<file path="src/rtl/fst_pkg.sv">
`timescale 1ns / 1ps
`default_nettype none
// ----------------------------------------------------------------------------
// fst_pkg: shared types and constants for the focus session timer
// Mode codes, register indexes, reset values and the quadrature step table.
// ----------------------------------------------------------------------------
package fst_pkg;

  typedef enum logic [2:0] {
    MODE_MENU   = 3'd0,
    MODE_UP     = 3'd1,
    MODE_DOWN   = 3'd2,
    MODE_SELECT = 3'd3,
    MODE_IDLE   = 3'd4
  } mode_e;

  typedef enum logic [1:0] {
    CHOICE_UP    = 2'd0,
    CHOICE_DOWN  = 2'd1,
    CHOICE_RESET = 2'd2
  } choice_e;

  typedef enum logic [2:0] {
    REG_MINUTE_TICKS   = 3'd0,
    REG_INACTIVITY     = 3'd1,
    REG_DISPLAY_OFF    = 3'd2,
    REG_DEBOUNCE       = 3'd3,
    REG_DEFAULT_CDOWN  = 3'd4,
    REG_MAX_CDOWN      = 3'd5
  } reg_idx_e;

  // Events from the pin decoder for one tick
  typedef struct packed {
    logic activity;
    logic press;
    logic det_up;
    logic det_dn;
  } in_ev_t;

  localparam logic [15:0] RST_MINUTE_TICKS  = 16'd60000;
  localparam logic [17:0] RST_INACTIVITY    = 18'd180000;
  localparam logic [20:0] RST_DISPLAY_OFF   = 21'd1800000;
  localparam logic [9:0]  RST_DEBOUNCE      = 10'd500;
  localparam logic [9:0]  RST_DEFAULT_CDOWN = 10'd20;
  localparam logic [9:0]  RST_MAX_CDOWN     = 10'd999;
  localparam logic [9:0]  RESET_MINUTES     = 10'd20;

  // Indexed by {previous pins, current pins}, pins = {a, b}
  localparam logic signed [1:0] QUAD_TABLE [16] = '{
    2'sb00, 2'sb11, 2'sb01, 2'sb00,
    2'sb01, 2'sb00, 2'sb00, 2'sb11,
    2'sb11, 2'sb00, 2'sb00, 2'sb01,
    2'sb00, 2'sb01, 2'sb11, 2'sb00
  };

endpackage
`default_nettype wire

</file>
<file path="src/rtl/fst_input_dec.sv">
`timescale 1ns / 1ps
`default_nettype none
// ----------------------------------------------------------------------------
// fst_input_dec: encoder and button front end
// Quadrature step accumulation into detents, button edge with debounce.
// ----------------------------------------------------------------------------
module fst_input_dec import fst_pkg::*; (
  input  wire logic       clk_i,
  input  wire logic       rst_ni,
  input  wire logic       step_i,
  input  wire logic       enc_a_i,
  input  wire logic       enc_b_i,
  input  wire logic       button_level_i,
  input  wire logic [9:0] debounce_ticks_i,
  output in_ev_t          ev_o
);

  logic [1:0]        pins;
  logic [1:0]        last_pins_q;
  logic              primed_q;
  logic signed [3:0] step_q, step_d, sum;
  logic signed [1:0] qstep;
  logic              last_btn_q;
  logic [9:0]        deb_q, deb_d;
  logic              pins_chg, press;

  always_comb begin
    pins     = {enc_a_i, enc_b_i};
    pins_chg = primed_q && (pins != last_pins_q);
    qstep    = QUAD_TABLE[{last_pins_q, pins}];
    sum      = step_q + {{2{qstep[1]}}, qstep};

    ev_o.det_up = pins_chg && (sum >= 4'sd4);
    ev_o.det_dn = pins_chg && (sum <= -4'sd4);

    step_d = step_q;
    if (pins_chg) begin
      step_d = (ev_o.det_up || ev_o.det_dn) ? 4'sd0 : sum;
    end

    press = last_btn_q && !button_level_i && (deb_q >= debounce_ticks_i);
    if (press) begin
      deb_d = '0;
    end else begin
      deb_d = (deb_q == '1) ? deb_q : deb_q + 10'd1;
    end

    ev_o.press    = press;
    ev_o.activity = pins_chg || press;
  end

  always_ff @(posedge clk_i or negedge rst_ni) begin
    if (!rst_ni) begin
      last_pins_q <= '0;
      primed_q    <= 1'b0;
      step_q      <= '0;
      last_btn_q  <= 1'b1;
      deb_q       <= '0;
    end else if (step_i) begin
      last_pins_q <= pins;
      primed_q    <= 1'b1;
      step_q      <= step_d;
      last_btn_q  <= button_level_i;
      deb_q       <= deb_d;
    end
  end

endmodule
`default_nettype wire

</file>
<file path="src/rtl/focus_session_timer.sv">
`timescale 1ns / 1ps
`default_nettype none
// ----------------------------------------------------------------------------
// focus_session_timer: menu driven focus session timer
// One transfer per millisecond tick in, one status transfer out per tick.
// ----------------------------------------------------------------------------
// Each input transfer is one tick: encoder pins a/b and the active-low
// button. The block turns four quadrature steps into a detent, takes a
// debounced falling button edge as a press, and runs the mode machine (menu,
// count up, select, count down, idle), the minute timer, the inactivity and
// display-off timers, and the saturating total of finished minutes. Every
// tick yields one status transfer. The whole update is done in the accepting cycle
// and lands in the output register, valid from the next cycle, so a new tick is
// accepted in every cycle as long as the output register is empty or being drained
// in that cycle. Configuration writes must be made only while no tick is in flight;
// the block does not enforce this. Indexes beyond the register list are ignored.
// ----------------------------------------------------------------------------
module focus_session_timer import fst_pkg::*; (
  input  wire logic        clk_i,
  input  wire logic        rst_ni,
  // configuration write port
  input  wire logic        cfg_we_i,
  input  wire logic [2:0]  cfg_idx_i,
  input  wire logic [20:0] cfg_data_i,
  // tick stream in
  input  wire logic        s_axis_tvalid,
  output logic             s_axis_tready,
  input  wire logic [7:0]  s_axis_tdata,   // [0] enc_a, [1] enc_b, [2] button_level
  // status stream out
  output logic             m_axis_tvalid,
  input  wire logic        m_axis_tready,
  output logic [39:0]      m_axis_tdata    // [2:0] mode, [4:3] menu_choice,
                                           // [20:5] shown_minutes, [36:21] flow_total,
                                           // [37] display_on, [38] session_done
);

  // --- configuration registers
  logic [15:0] minute_ticks_q;
  logic [17:0] inact_ticks_q;
  logic [20:0] disp_off_ticks_q;
  logic [9:0]  debounce_ticks_q;
  logic [9:0]  default_cd_q;
  logic [9:0]  max_cd_q;

  always_ff @(posedge clk_i or negedge rst_ni) begin
    if (!rst_ni) begin
      minute_ticks_q   <= RST_MINUTE_TICKS;
      inact_ticks_q    <= RST_INACTIVITY;
      disp_off_ticks_q <= RST_DISPLAY_OFF;
      debounce_ticks_q <= RST_DEBOUNCE;
      default_cd_q     <= RST_DEFAULT_CDOWN;
      max_cd_q         <= RST_MAX_CDOWN;
    end else if (cfg_we_i) begin
      case (cfg_idx_i)
        REG_MINUTE_TICKS:  minute_ticks_q   <= cfg_data_i[15:0];
        REG_INACTIVITY:    inact_ticks_q    <= cfg_data_i[17:0];
        REG_DISPLAY_OFF:   disp_off_ticks_q <= cfg_data_i;
        REG_DEBOUNCE:      debounce_ticks_q <= cfg_data_i[9:0];
        REG_DEFAULT_CDOWN: default_cd_q     <= cfg_data_i[9:0];
        REG_MAX_CDOWN:     max_cd_q         <= cfg_data_i[9:0];
        default: ;
      endcase
    end
  end

  // --- handshake: accept while the output slot is free or draining
  logic step;
  assign s_axis_tready = !m_axis_tvalid || m_axis_tready;
  assign step          = s_axis_tvalid && s_axis_tready;

  // --- pin front end
  in_ev_t ev;

  fst_input_dec u_dec (
    .clk_i            (clk_i),
    .rst_ni           (rst_ni),
    .step_i           (step),
    .enc_a_i          (s_axis_tdata[0]),
    .enc_b_i          (s_axis_tdata[1]),
    .button_level_i   (s_axis_tdata[2]),
    .debounce_ticks_i (debounce_ticks_q),
    .ev_o             (ev)
  );

  // --- session state
  mode_e       mode_q, mode_d;
  logic [1:0]  menu_pos_q, menu_pos_d;
  logic [9:0]  cd_now_q, cd_now_d;
  logic [9:0]  cd_start_q, cd_start_d;
  logic [15:0] elapsed_q, elapsed_d;
  logic [15:0] flow_q, flow_d;
  logic [15:0] min_tmr_q, min_tmr_d;
  logic [17:0] act_tmr_q, act_tmr_d;
  logic [20:0] idle_tmr_q, idle_tmr_d;
  logic        screen_off_q, screen_off_d;
  logic        done;

  logic [9:0]  cd_top;
  logic [15:0] mlen;
  logic        timeout, started, entered, off;

  // Hold a minute count within 1 and the countdown ceiling
  function automatic logic [9:0] clamp_min(input logic [10:0] v, input logic [9:0] top);
    logic [9:0] r;
    if (v > {1'b0, top}) begin
      r = top;
    end else if (v == 11'd0) begin
      r = 10'd1;
    end else begin
      r = v[9:0];
    end
    return r;
  endfunction

  function automatic logic [15:0] sat_add(input logic [15:0] a, input logic [15:0] b);
    logic [16:0] s;
    s = {1'b0, a} + {1'b0, b};
    return s[16] ? 16'hFFFF : s[15:0];
  endfunction

  always_comb begin
    mode_d       = mode_q;
    menu_pos_d   = menu_pos_q;
    cd_now_d     = cd_now_q;
    cd_start_d   = cd_start_q;
    elapsed_d    = elapsed_q;
    flow_d       = flow_q;
    min_tmr_d    = min_tmr_q;
    idle_tmr_d   = idle_tmr_q;
    screen_off_d = screen_off_q;
    done         = 1'b0;
    started      = 1'b0;
    entered      = 1'b0;
    off          = 1'b0;

    cd_top = (max_cd_q == 10'd0) ? 10'd1 : max_cd_q;
    mlen   = (minute_ticks_q == 16'd0) ? 16'd1 : minute_ticks_q;

    // timeout looks at the count before this tick
    timeout = !ev.activity && (act_tmr_q >= inact_ticks_q);
    if (ev.activity) begin
      act_tmr_d = '0;
    end else begin
      act_tmr_d = (act_tmr_q == '1) ? act_tmr_q : act_tmr_q + 18'd1;
    end

    // rotation
    if (ev.det_up || ev.det_dn) begin
      case (mode_d)
        MODE_IDLE: begin
          mode_d       = MODE_MENU;
          screen_off_d = 1'b0;
        end
        MODE_MENU: begin
          case (menu_pos_d)
            CHOICE_UP:    menu_pos_d = ev.det_up ? CHOICE_DOWN  : CHOICE_RESET;
            CHOICE_DOWN:  menu_pos_d = ev.det_up ? CHOICE_RESET : CHOICE_UP;
            CHOICE_RESET: menu_pos_d = ev.det_up ? CHOICE_UP    : CHOICE_DOWN;
            default:      menu_pos_d = CHOICE_UP;
          endcase
        end
        MODE_SELECT: begin
          if (ev.det_up) begin
            cd_now_d = clamp_min({1'b0, cd_now_d} + 11'd1, cd_top);
          end else begin
            cd_now_d = clamp_min((cd_now_d == 10'd0) ? 11'd0 : {1'b0, cd_now_d} - 11'd1,
                                 cd_top);
          end
        end
        default: ;
      endcase
    end

    // press
    if (ev.press) begin
      case (mode_d)
        MODE_MENU: begin
          if (menu_pos_d == CHOICE_UP) begin
            mode_d    = MODE_UP;
            elapsed_d = '0;
            min_tmr_d = '0;
            started   = 1'b1;
          end else if (menu_pos_d == CHOICE_DOWN) begin
            mode_d   = MODE_SELECT;
            cd_now_d = clamp_min({1'b0, default_cd_q}, cd_top);
          end else begin
            flow_d = '0;
          end
        end
        MODE_SELECT: begin
          cd_start_d = cd_now_d;
          mode_d     = MODE_DOWN;
          min_tmr_d  = '0;
          started    = 1'b1;
        end
        MODE_UP: begin
          flow_d = sat_add(flow_d, elapsed_d);
          mode_d = MODE_MENU;
          done   = 1'b1;
        end
        MODE_DOWN: begin
          if (cd_start_d > cd_now_d) begin
            flow_d = sat_add(flow_d, {6'd0, cd_start_d - cd_now_d});
          end
          mode_d = MODE_MENU;
          done   = 1'b1;
        end
        default: begin
          mode_d       = MODE_MENU;
          screen_off_d = 1'b0;
        end
      endcase
    end

    // minute counting, timer restarted on the tick a count begins
    if (mode_d == MODE_UP || mode_d == MODE_DOWN) begin
      if (!started) begin
        min_tmr_d = (min_tmr_d == '1) ? min_tmr_d : min_tmr_d + 16'd1;
      end
      if (min_tmr_d >= mlen) begin
        min_tmr_d = '0;
        if (mode_d == MODE_UP) begin
          elapsed_d = (elapsed_d == '1) ? elapsed_d : elapsed_d + 16'd1;
        end else begin
          if (cd_now_d != 10'd0) begin
            cd_now_d = cd_now_d - 10'd1;
          end
          if (cd_now_d == 10'd0) begin
            flow_d = sat_add(flow_d, {6'd0, cd_start_d});
            mode_d = MODE_MENU;
            done   = 1'b1;
          end
        end
      end
    end

    // inactivity falls to idle, long idle blanks the display
    if ((mode_d == MODE_MENU || mode_d == MODE_SELECT) && timeout) begin
      mode_d     = MODE_IDLE;
      idle_tmr_d = '0;
      entered    = 1'b1;
    end
    if (mode_d == MODE_IDLE && !entered) begin
      off        = idle_tmr_d >= disp_off_ticks_q;
      idle_tmr_d = (idle_tmr_d == '1) ? idle_tmr_d : idle_tmr_d + 21'd1;
      if (off) begin
        screen_off_d = 1'b1;
      end
    end
  end

  always_ff @(posedge clk_i or negedge rst_ni) begin
    if (!rst_ni) begin
      mode_q       <= MODE_MENU;
      menu_pos_q   <= CHOICE_UP;
      cd_now_q     <= RESET_MINUTES;
      cd_start_q   <= RESET_MINUTES;
      elapsed_q    <= '0;
      flow_q       <= '0;
      min_tmr_q    <= '0;
      act_tmr_q    <= '0;
      idle_tmr_q   <= '0;
      screen_off_q <= 1'b0;
    end else if (step) begin
      mode_q       <= mode_d;
      menu_pos_q   <= menu_pos_d;
      cd_now_q     <= cd_now_d;
      cd_start_q   <= cd_start_d;
      elapsed_q    <= elapsed_d;
      flow_q       <= flow_d;
      min_tmr_q    <= min_tmr_d;
      act_tmr_q    <= act_tmr_d;
      idle_tmr_q   <= idle_tmr_d;
      screen_off_q <= screen_off_d;
    end
  end

  // --- output register
  logic        out_vld_q;
  logic [39:0] out_data_q;
  logic [15:0] shown;

  assign shown = (mode_d == MODE_UP) ? elapsed_d : {6'd0, cd_now_d};

  always_ff @(posedge clk_i or negedge rst_ni) begin
    if (!rst_ni) begin
      out_vld_q <= 1'b0;
    end else if (step) begin
      out_vld_q <= 1'b1;
    end else if (m_axis_tready) begin
      out_vld_q <= 1'b0;
    end
  end

  always_ff @(posedge clk_i) begin
    if (step) begin
      out_data_q <= {1'b0, done, !screen_off_d, flow_d, shown, menu_pos_d, mode_d};
    end
  end

  assign m_axis_tvalid = out_vld_q;
  assign m_axis_tdata  = out_data_q;

endmodule
`default_nettype wire
</file>
<file path="config.mk">
export PLATFORM = sky130hd
export DESIGN_NAME = focus_session_timer
export DESIGN_NICKNAME = d
export VERILOG_FILES = /design/src/rtl/fst_pkg.sv /design/src/rtl/fst_input_dec.sv /design/src/rtl/focus_session_timer.sv
export SDC_FILE = /design/constraint.sdc
export NUM_CORES = 1
export LEC_CHECK = 0
export BUFFER_PORTS_ARGS = -buffer_cell sky130_fd_sc_hd__buf_2
export CORE_MARGIN = 3
export CORE_UTILIZATION = 57
export DETAILED_ROUTE_END_ITERATION = 10
export GPL_TIMING_DRIVEN = 1
export MAX_ROUTING_LAYER = met4
export PLACE_DENSITY = 0.77
export SYNTH_ARGS = -nofsm -noshare
export SYNTH_HDL_FRONTEND = slang
export SYNTH_SLANG_ARGS = --single-unit
</file>
<file path="constraint.sdc">
create_clock -name clk_i -period 9.6 [get_ports clk_i]
set_input_delay 1.44 -clock clk_i [delete_from_list [all_inputs] [get_ports clk_i]]
set_output_delay 1.44 -clock clk_i [all_outputs]
set_load 0.01 [all_outputs]
</file>
# Word-level counts from Yosys, hierarchy flattened
# Memories as Yosys holds them, arrays and structs flattened.
# Index checks and enable logic that the tools add are counted.
dict set report totals {
  rom_bits 32
  input_bits 37
  ff_bits 256
  out_inout_bits 42
  memories 1
}
# memory words width rd rd_clocked_by_memory_dff wr line_no
set memory_table {}
lappend memory_table {{(name not given)} 16 2 1 0 0 fst_input_dec.sv:30} ;# qstep = QUAD_TABLE[{last_pins_q, pins}];
dict set report op_classes {
  n_addsub 13
  n_lt_le_gt_ge 11
  bitwise_logic 1
  mux 98
  n_reduce_logical 45
  eq_ne 26
}
# operator n
set op_table {}
lappend op_table {{$mux W16} 26}
lappend op_table {{$mux W10} 26}
lappend op_table {{$mux W21} 3}
lappend op_table {{$pmux W16 S3} 1}
lappend op_table {{$logic_not A10 Y1} 4}
lappend op_table {{$mux W18} 2}
lappend op_table {{$add A16 B10 Y17} 2}
lappend op_table {{$add A16 B1 Y16 const B} 2}
lappend op_table {{$eq A16 B16 Y1 const B} 2}
lappend op_table {{$pmux W16 S2} 1}
lappend op_table {{$mux W3} 10}
lappend op_table {{$gt A11 B10 Y1} 2}
lappend op_table {{$logic_not A11 Y1} 2}
lappend op_table {{$add A21 B1 Y21 const B} 1}
lappend op_table {{$eq A21 B21 Y1 const B} 1}
lappend op_table {{$eq A3 B2 Y1 const B} 7}
lappend op_table {{$ge A21 B21 Y1} 1}
lappend op_table {{$gt A10 B10 Y1} 2}
lappend op_table {{$add A18 B1 Y18 const B} 1}
lappend op_table {{$eq A18 B18 Y1 const B} 1}
lappend op_table {{$ge A18 B18 Y1} 1}
lappend op_table {{$mux W1} 18}
lappend op_table {{$reduce_and A2 Y1} 9}
lappend op_table {{$add A16 B16 Y17} 1}
lappend op_table {{36 further kinds} 68}

# Logic depth before layout (Yosys ltp)
# Gate-level depths: netlist (run 1).
dict set report depth {
  depth_word 35
  ltp_mapped 53
}

# Hierarchy
# From an unflattened synthesis (run 1), not the netlist that was laid out.
dict set report hier_totals {
  hier_cells 2145
  hier_area_um2 18728.0
}
# mod area_each_um2 n_inst seq_area_each_um2 cells_each
set by_module_without_submodules {}
lappend by_module_without_submodules {focus_session_timer 17385.4 1 6209.7 2004}
lappend by_module_without_submodules {fst_input_dec 1342.5 1 451.7 141}

# Worst setup path before layout (run 1)
# Ideal clock, no wire load.
dict set report synth_path {
  path_type {input to register}
  start {input s_axis_tdata[0]}
  end {register screen_off_q}
  required_ns 9.463
  stages 45
  path_slack_ns -0.853
  t_arrival_ns 10.316
  cell_sequence {inv_1 > ha_1 > mux4_2 > ha_1 > a21o_1 > a21oi_1 > xnor3_2 > mux2i_1 > nor3_1 > nor4b_1 > nor2_1 > nand2_1 > clkbuf_1 > nor2_1 > ha_1 > nand2_1 > nor2_1 > and4_1 > (+9 left out) > nor4_1 > a31oi_2 > clkbuf_1 > and2_1 > ha_1 > nor2b_1 > o21a_1 > o21ai_0 > nand2b_1 > a21oi_1 > o21ai_0 > a221oi_1 > nor2_1 > a211oi_1 > o211ai_1 > and4_1 > o22ai_1 > o21ai_0}
}
dict set report synth_via {
  elab_chain_cells 33
}
# element line_no
set synth_rtl {}
lappend synth_rtl {{from (decl)} focus_session_timer.sv:28} ;# input wire logic [7:0] s_axis_tdata,
lappend synth_rtl {{branches (longest 32 deep; another with $add A4 B4 Y4)} n/a}
lappend synth_rtl {{$mux W1 *} focus_session_timer.sv:243} ;# if (mode_d == MODE_IDLE && !entered) begin
lappend synth_rtl {{to (signal assigned)} focus_session_timer.sv:274} ;# screen_off_q <= screen_off_d;
lappend synth_rtl {{to (decl)} focus_session_timer.sv:95} ;# logic screen_off_q, screen_off_d;
# Mark *: on every way between the ends. The select of a mux whose other input is x is not followed.
# A chain may end at the register's enable or synchronous reset.

# Worst setup path in the final report (run 1)
dict set report layout_path {
  start {register cd_now_q[0]}
  end {register flow_q[0]}
}
dict set report layout_via {
  elab_chain_cells 22
}
# element line_no
set layout_rtl {}
lappend layout_rtl {{from (decl)} focus_session_timer.sv:88} ;# logic [9:0] cd_now_q, cd_now_d;
lappend layout_rtl {{from (signal assigned)} focus_session_timer.sv:267} ;# cd_now_q <= cd_now_d;
lappend layout_rtl {{branches (longest 7 deep; another with $sub A10 B1 Y11)} n/a}
lappend layout_rtl {{$mux W10 *} focus_session_timer.sv:148} ;# if (ev.det_up || ev.det_dn) begin
lappend layout_rtl {{branches (longest 13 deep; another with $add A16 B10 Y17)} n/a}
lappend layout_rtl {{$mux W16 *} focus_session_timer.sv:216} ;# if (mode_d == MODE_UP || mode_d == MODE_DOWN) begin
lappend layout_rtl {{net flow_d[0]} focus_session_timer.sv:91} ;# logic [15:0] flow_q, flow_d;
lappend layout_rtl {{to (signal assigned)} focus_session_timer.sv:270} ;# flow_q <= flow_d;
lappend layout_rtl {{to (decl)} focus_session_timer.sv:91}
# Mark *: on every way through the listed nets, which the timed path passes. The select of a mux whose other input is x is not followed.

==> metrics, run 1 <==
antenna violations before repair 0; cell depth of the worst hold path 2; largest voltage drop on the vdd net 0.0001549 V; clock slew at the register clock pins of the worst setup and hold paths 60 ps; number of vias per cell 6.173; startpoint-to-endpoint class of the critical path reg2reg; # port buffers 72; area growth from synthesis to layout 21.07%; required time at the worst-slack endpoint 10060 ps; mean cell area of the mapped netlist 8.544 um^2; die footprint 35830 um^2; RePlAce Congestion 1.009; GRT busiest layer met2; run status completed; crit end category register; Worst slew margin 0.08875; largest net degree at the start of global routing 91; routed wirelength normalized by instance count 20.14 um; total internal power 0.003660 W; Tmin final 9491 ps; final cell utilization of the core 0.7071; placed cell count 2873; data arrival time of the worst path 9950 ps; Longest Clk Path Bufs 3; largest fanout on the critical path 7; maximum clock frequency 0.1054 GHz; I/O pins 79; post-synthesis net count 2436; startpoint type of the worst setup path register; non-filler cells in the finished layout 2957; worst-margin pin slew 1367 ps; setup repair after global routing missed its margin true; Max H-tree Level 1; number of synthesized flops with an enable pin 39; critical path endpoint flow_q[0]; startpoint of the lowest-slack register-to-register path cd_now_q[0]; FF-to-FF setup slack 110 ps; total global routing overflow 0; Synth Register Bits 256; wire length of the first global-routing pass 93.32 mm; Syn Inst Count 2241; switch share 0.4165; Total Power Consumption 0.006272 W; die boundary height 189.3 um; library cell used as clock root buffer clkbuf_16; proportion of power drawn by the clock network 0.188; via count of the routed design 18253; Synth Cell Area 19150 um^2; CP most frequent cell a21oi_2; net switching component of the power 0.002612 W; worst reg2reg endpoint flow_q[0]; TritonCTS clock tree done; number of library cell types mapped by synthesis 97; Detailed Place HPWL 43.35 mm; First-pass DRT Iterations 7; residual antenna-violating net count after detailed routing 0; number of rows created at floorplan 66; die width 189.3 um; CTS Buf Count 29; met1 routing resource usage after global routing 0.4561; met3 Track Usage GR 0.03925; path class of the lowest-slack min-delay path reg2reg; final-layout setup total negative slack 0 ps; via count of the first global-routing pass 17510; final number of hold-violating endpoints 0; # DRC 0; GR met2 Demand/Resource 0.5162; static power due to leakage 10.68 nW; depth of the worst register-to-register path 44; crit share post-route 0.9886; global-route total usage across every layer 0.3314; Maximum Capacitance Violations 0; most used flip-flop cell after synthesis dfrtp_1; core area 32780 um^2; number of warnings reported in the yosys synthesis log 0; sequential cell area fraction in the yosys report 0.3479; async set or reset register ratio after synthesis 0.8477; Worst setup startpoint cd_now_q[0]; fraction of layout instances using a drive strength above 1 0.2390; Total Nets Final 2687; clock skew after layout 14.21 ps; maximum single-stage delay on the critical path 530 ps; setup violators final 0; ANT cells 0; routed wire length 59.55 mm; total power divided by cell area 270.5 nW/um^2; Clock Sink Count 256; hold bufs inserted after CTS 0; sequential fraction of design power 0.234; count of pins over their slew limit 0; starting utilization of the core area 0.5840; iteration-0 DRC count of the detailed router 1647; proportion of power drawn by combinational gates 0.577; Critical Path Slowest Stage Cell fa_2; worst hold-check slack 459.6 ps; insertion delay of the later-clocked pin in the worst-skew pair 570 ps
==> cell type report <==
type                    count  area (um^2)
multi-input cells        1757        12240
fillers                  2536         9602
flip-flops and latches    256         6661
repair buffers            312         2203
clock buffers              39        813.3
well taps                 442        553.0
inverters                 136        511.7
clock inverters            15        200.2
==> flip-flops by register name, indices dropped and copies added, names as in the netlist, 2 cells and up <==
name,count
act_tmr_q,18
m_axis_tdata,39
minute_ticks_q,16
menu_pos_q,2
cd_now_q,10
flow_q,16
max_cd_q,10
u_dec.step_q,4
min_tmr_q,16
debounce_ticks_q,10
u_dec.last_pins_q,2
inact_ticks_q,18
elapsed_q,16
u_dec.deb_q,10
cd_start_q,10
disp_off_ticks_q,21
mode_q,3
idle_tmr_q,21
default_cd_q,10
==> logic make-up (layout without fill, tap and decap cells) <==
kind of cell | after synthesis | count (layout) | synth area share
AOI/OAI and AO/OA | 571 | 571 | 0.1958
DFF | 256 | 256 | 0.3479
adders and majority gates | 160 | 160 | 0.1063
and+or+nand+nor | 849 | 850 | 0.2141
xor gates and xnor gates | 111 | 111 | 0.05228
muxes | 64 | 64 | 0.03744
other | 1 | 1 | 0.0001959
buffers and inverters | 229 | 502 | 0.04594
==> power by group through the flow <==
stage	registers [W]	logic [W]	clock network, W
floorplan	0.00143	0.00200	0
global placement	0.00147	0.00315	0
detailed placement	0.00148	0.00321	0
CTS	0.00146	0.00327	0.00119
global route	0.00149	0.00392	0.00124
finish	0.00147	0.00362	0.00118
==> what timing repair did <==
item / in CTS / in global routing
pin swaps: 16 / 79
gates cloned: 0 / 1
resized for setup: 23 / 92
setup endpoints to repair: 32 / 35
buffers inserted: 10 / 20
==> critical path, delay by kind of cell, from the launching register on <==
kind	cells	cell delay, ps
multiplexers	2	600
buffers and inverters	4	480
flip-flops	1	410
AO/OA/AOI/OAI	23	4370
AND/OR/NAND/NOR	8	1380
adder cells (fa/ha/maj)	7	2130
==> how the worst min path moves through the flow <==
stage | to | start
detailed placement | u_dec.last_btn_q | u_dec.last_btn_q
global placement | u_dec.last_btn_q | u_dec.last_btn_q
floorplan | u_dec.last_btn_q | u_dec.last_btn_q
global route | u_dec.last_btn_q | u_dec.last_btn_q
CTS | u_dec.last_btn_q | u_dec.last_btn_q
finish | u_dec.last_btn_q | u_dec.last_btn_q
==> metrics by stage <==
stage	worst slack (ps)	cell area [um^2]
after global routing	-238.2	23180
final	109.0	23180
after floorplan	13.07	19280
after global placement	-662.6	21460
after CTS	23.40	22630
after detailed placement	-891.3	21460
==> placed cells by master, fill, tap and decap left out, drive strengths merged, types with 51 or more instances in the layout <==
cell / netlist / final
a21oi: 100 / 100
dfrtp: 169 / 169
o21ai: 186 / 186
buf: 20 / 312
inv: 136 / 137
xnor2: 61 / 61
ha: 153 / 153
nor2: 168 / 168
nor3: 56 / 56
nand3: 90 / 90
mux2: 51 / 51
nand2: 288 / 288
==> cell usage after synthesis (all sizes together) (26+ instances only) <==
cell type  instances  area (um^2)
and2              44        275.3
dfstp             48         1261
inv              136        510.5
and3              29        181.4
mux2              51        574.3
edfxtp            39         1171
nand2            288         1081
xor2              48        420.4
ha               153         1914
dfrtp            169         4229
o31ai             29        217.7
clkbuf            73        275.3
nor3              56        280.3
a21oi            100        504.2
or3               26        167.7
xnor2             61        534.3
o21ai            186        938.4
nand3             90        455.4
nor2             168        630.6
a21o              47        352.8
nand4             45        281.5
==> per-layer routing <==
metal	share of wire	wire, um
met5	0	0
met2	0.46	27450
met4	0.033	1962
met3	0.073	4328
met1	0.43	25810
Note: power is estimated with default switching activity, not from simulation.
==> run 2: changes to the inputs <==
--- a/config.mk
+++ b/config.mk
@@ -11,7 +11,7 @@
 export DETAILED_ROUTE_END_ITERATION = 10
 export GPL_TIMING_DRIVEN = 1
 export MAX_ROUTING_LAYER = met4
-export PLACE_DENSITY = 0.77
+export PLACE_DENSITY = 0.84
 export SYNTH_ARGS = -nofsm -noshare
 export SYNTH_HDL_FRONTEND = slang
 export SYNTH_SLANG_ARGS = --single-unit
==> run 2 against run 1 <==
  * Non-clock buffer count decreased by 6
  * Maximum frequency down 0.80%
  * Design area hardly changed
  * Hold slack improved by 1.3 ps
  * Largest cell class unchanged
  * Clock power about the same
  * Wire length rose by 2.1%
  * Clock skew decreased by 0.81 ps
  * Worst setup slack lost 76 ps
  * Largest power group unchanged
  * First-iteration DRC count is 25% higher
  * Die area is the same
  * Power increased by 2.2%
==> metrics, run 2 (synthesis results as in run 1) <==
run status completed; die boundary height 189.3 um; total global routing overflow 0; # port buffers 72; area used by multi-input combinational logic 12230 um^2; static power due to leakage 10.65 nW; maximum single-stage delay on the critical path 440 ps; maximum clock frequency 0.1045 GHz; # DRC 0; FF-to-FF setup slack 30 ps; fraction of layout instances using a drive strength above 1 0.2384; area growth from synthesis to layout 21.03%; routed wire length 60.79 mm; cell depth of the worst hold path 2; Total Nets Final 2680; I/O pins 79; required time at the worst-slack endpoint 10060 ps; startpoint-to-endpoint class of the critical path reg2reg; die footprint 35830 um^2; iteration-0 DRC count of the detailed router 2053; fill cell instance count of the final layout 2431; startpoint type of the worst setup path register; routed wirelength normalized by instance count 20.61 um; global-route total usage across every layer 0.3330; Tmin final 9567 ps; worst-margin pin slew 1071 ps; Total Power Consumption 0.006407 W; worst reg2reg endpoint flow_q[6]; number of rows created at floorplan 66; via count of the routed design 18564; count of pins over their slew limit 0; CTS Buf Count 29; combined flip-flop and latch cell area 6661 um^2; residual antenna-violating net count after detailed routing 0; Maximum Capacitance Violations 0; wire length of the first global-routing pass 94.23 mm; starting utilization of the core area 0.5840; via count of the first global-routing pass 17835; path class of the lowest-slack min-delay path reg2reg; depth of the worst register-to-register path 52; leading cell type in the layout, fill and taps excluded nand2_1; TritonCTS clock tree done; number of vias per cell 6.293; antenna violations before repair 0; core area 32780 um^2; Max H-tree Level 1; crit end category register; largest fanout on the critical path 6; library cell used as clock root buffer clkbuf_16; total power divided by cell area 276.5 nW/um^2; crit share post-route 0.9966; largest voltage drop on the vdd net 0.0001863 V; flip-flop count of the largest register, all copies and words added 39; Critical Path Slowest Stage Cell o211ai_1; RePlAce Congestion 1.017; First-pass DRT Iterations 6; data arrival time of the worst path 10030 ps; end point of the most critical hold path u_dec.last_btn_q; final-layout setup total negative slack 0 ps; Longest Clk Path Bufs 3; CP most frequent cell a21oi_2; setup repair after global routing missed its margin true; ANT cells 0; clock slew at the register clock pins of the worst setup and hold paths 60 ps; Worst slew margin 0.2861; commonest cells after routing, fill and taps aside nand2_1 (278), buf_4 (227), dfrtp_1 (169); final number of hold-violating endpoints 0; startpoint of the lowest-slack register-to-register path cd_now_q[0]; worst hold start u_dec.last_btn_q; die width 189.3 um; Detailed Place HPWL 43.77 mm; clock skew after layout 13.40 ps; largest net degree at the start of global routing 85; setup violators final 0; insertion delay of the later-clocked pin in the worst-skew pair 580 ps; Clock Sink Count 256
run 2: cell types whose count changed in the layout (fill, tap and decap cells not counted), moves of 3 or more:
cell / change
nand2_1: -3
a21oi_2: -3
buf_4: -8
nand2_2: +4
clkinv_4: +3
clkbuf_1: -3
run 2: metrics by stage:
stage	utilization	setup slack (ps)	hold WS (ps)	cells	instance area [um^2]
after detailed placement	0.6538	-866.8	453.6	2870	21440
after global routing	0.7069	-372.3	488.3	2950	23170
after global placement	0.6538	-577.0	444.4	2870	21440
final	0.7069	32.79	460.9	2950	23170
after floorplan	-	13.07	436.0	2241	19280
after CTS	0.6888	-2.699	464.3	2930	22580
run 2: how the worst max path moves through the flow:
| stage | startpoint | to | cells past startpoint |
|---|---|---|---|
| 6_report | cd_now_q[0] | flow_q[6] | 52 |
| 5_1_grt | cd_now_q[0] | flow_q[6] | 52 |
| 4_1_cts | s_axis_tdata[1] | screen_off_q | 48 |
| 3_5_place_dp | s_axis_tdata[1] | flow_q[6] | 46 |
| 3_3_place_gp | s_axis_tdata[0] | flow_q[6] | 48 |
| 2_1_floorplan | s_axis_tdata[0] | m_axis_tdata[32] | 46 |
run 2: final cells by class:
type	instances	area share
Multi-Input combinational cell	1756	0.5275
Sequential cell	256	0.2874
Timing Repair Buffer	306	0.09481
Clock buffer	34	0.03342
Tap cell	442	0.02386
Inverter	136	0.02208
Clock inverter	20	0.01085
run 2: critical path: cells and delay by family (launching register included):
family | cells | cell delay, ps
AND/OR/NAND/NOR | 12 | 1680
XOR/XNOR | 1 | 170
buffers and inverters | 6 | 750
adder cells (fa/ha/maj) | 6 | 1500
AO/OA/AOI/OAI | 26 | 4690
flip-flops | 1 | 410
multiplexers | 1 | 260
run 2: routing by layer:
| layer | wire (um) | GRT usage | up-vias |
|---|---|---|---|
| met5 | 0 | - | - |
| met4 | 2313 | 0.1044 | 0 |
| met3 | 4792 | 0.03944 | 181 |
| met2 | 28270 | 0.5289 | 898 |
| met1 | 25420 | 0.4506 | 8904 |
| li1 | - | - | 8581 |
run 2: what timing repair did:
action                     in CTS  in global routing
setup endpoints to repair      33                 34
hold buffers                    0                  0
gates resized for setup        20                 95
cloned                          0                  1
setup buffers                   6                 18
hold endpoints to repair        0                  0
pin swaps                       9                 60
run 2: report_power, final:
| group | internal (W) | switching [W] | leakage, nW |
|---|---|---|---|
| combinational | 0.00166 | 0.00207 | 7.04 |
| sequential | 0.00131 | 0.000158 | 3.11 |
| clock | 0.000696 | 0.000507 | 0.499 |
| total | 0.00367 | 0.00274 | 10.7 |
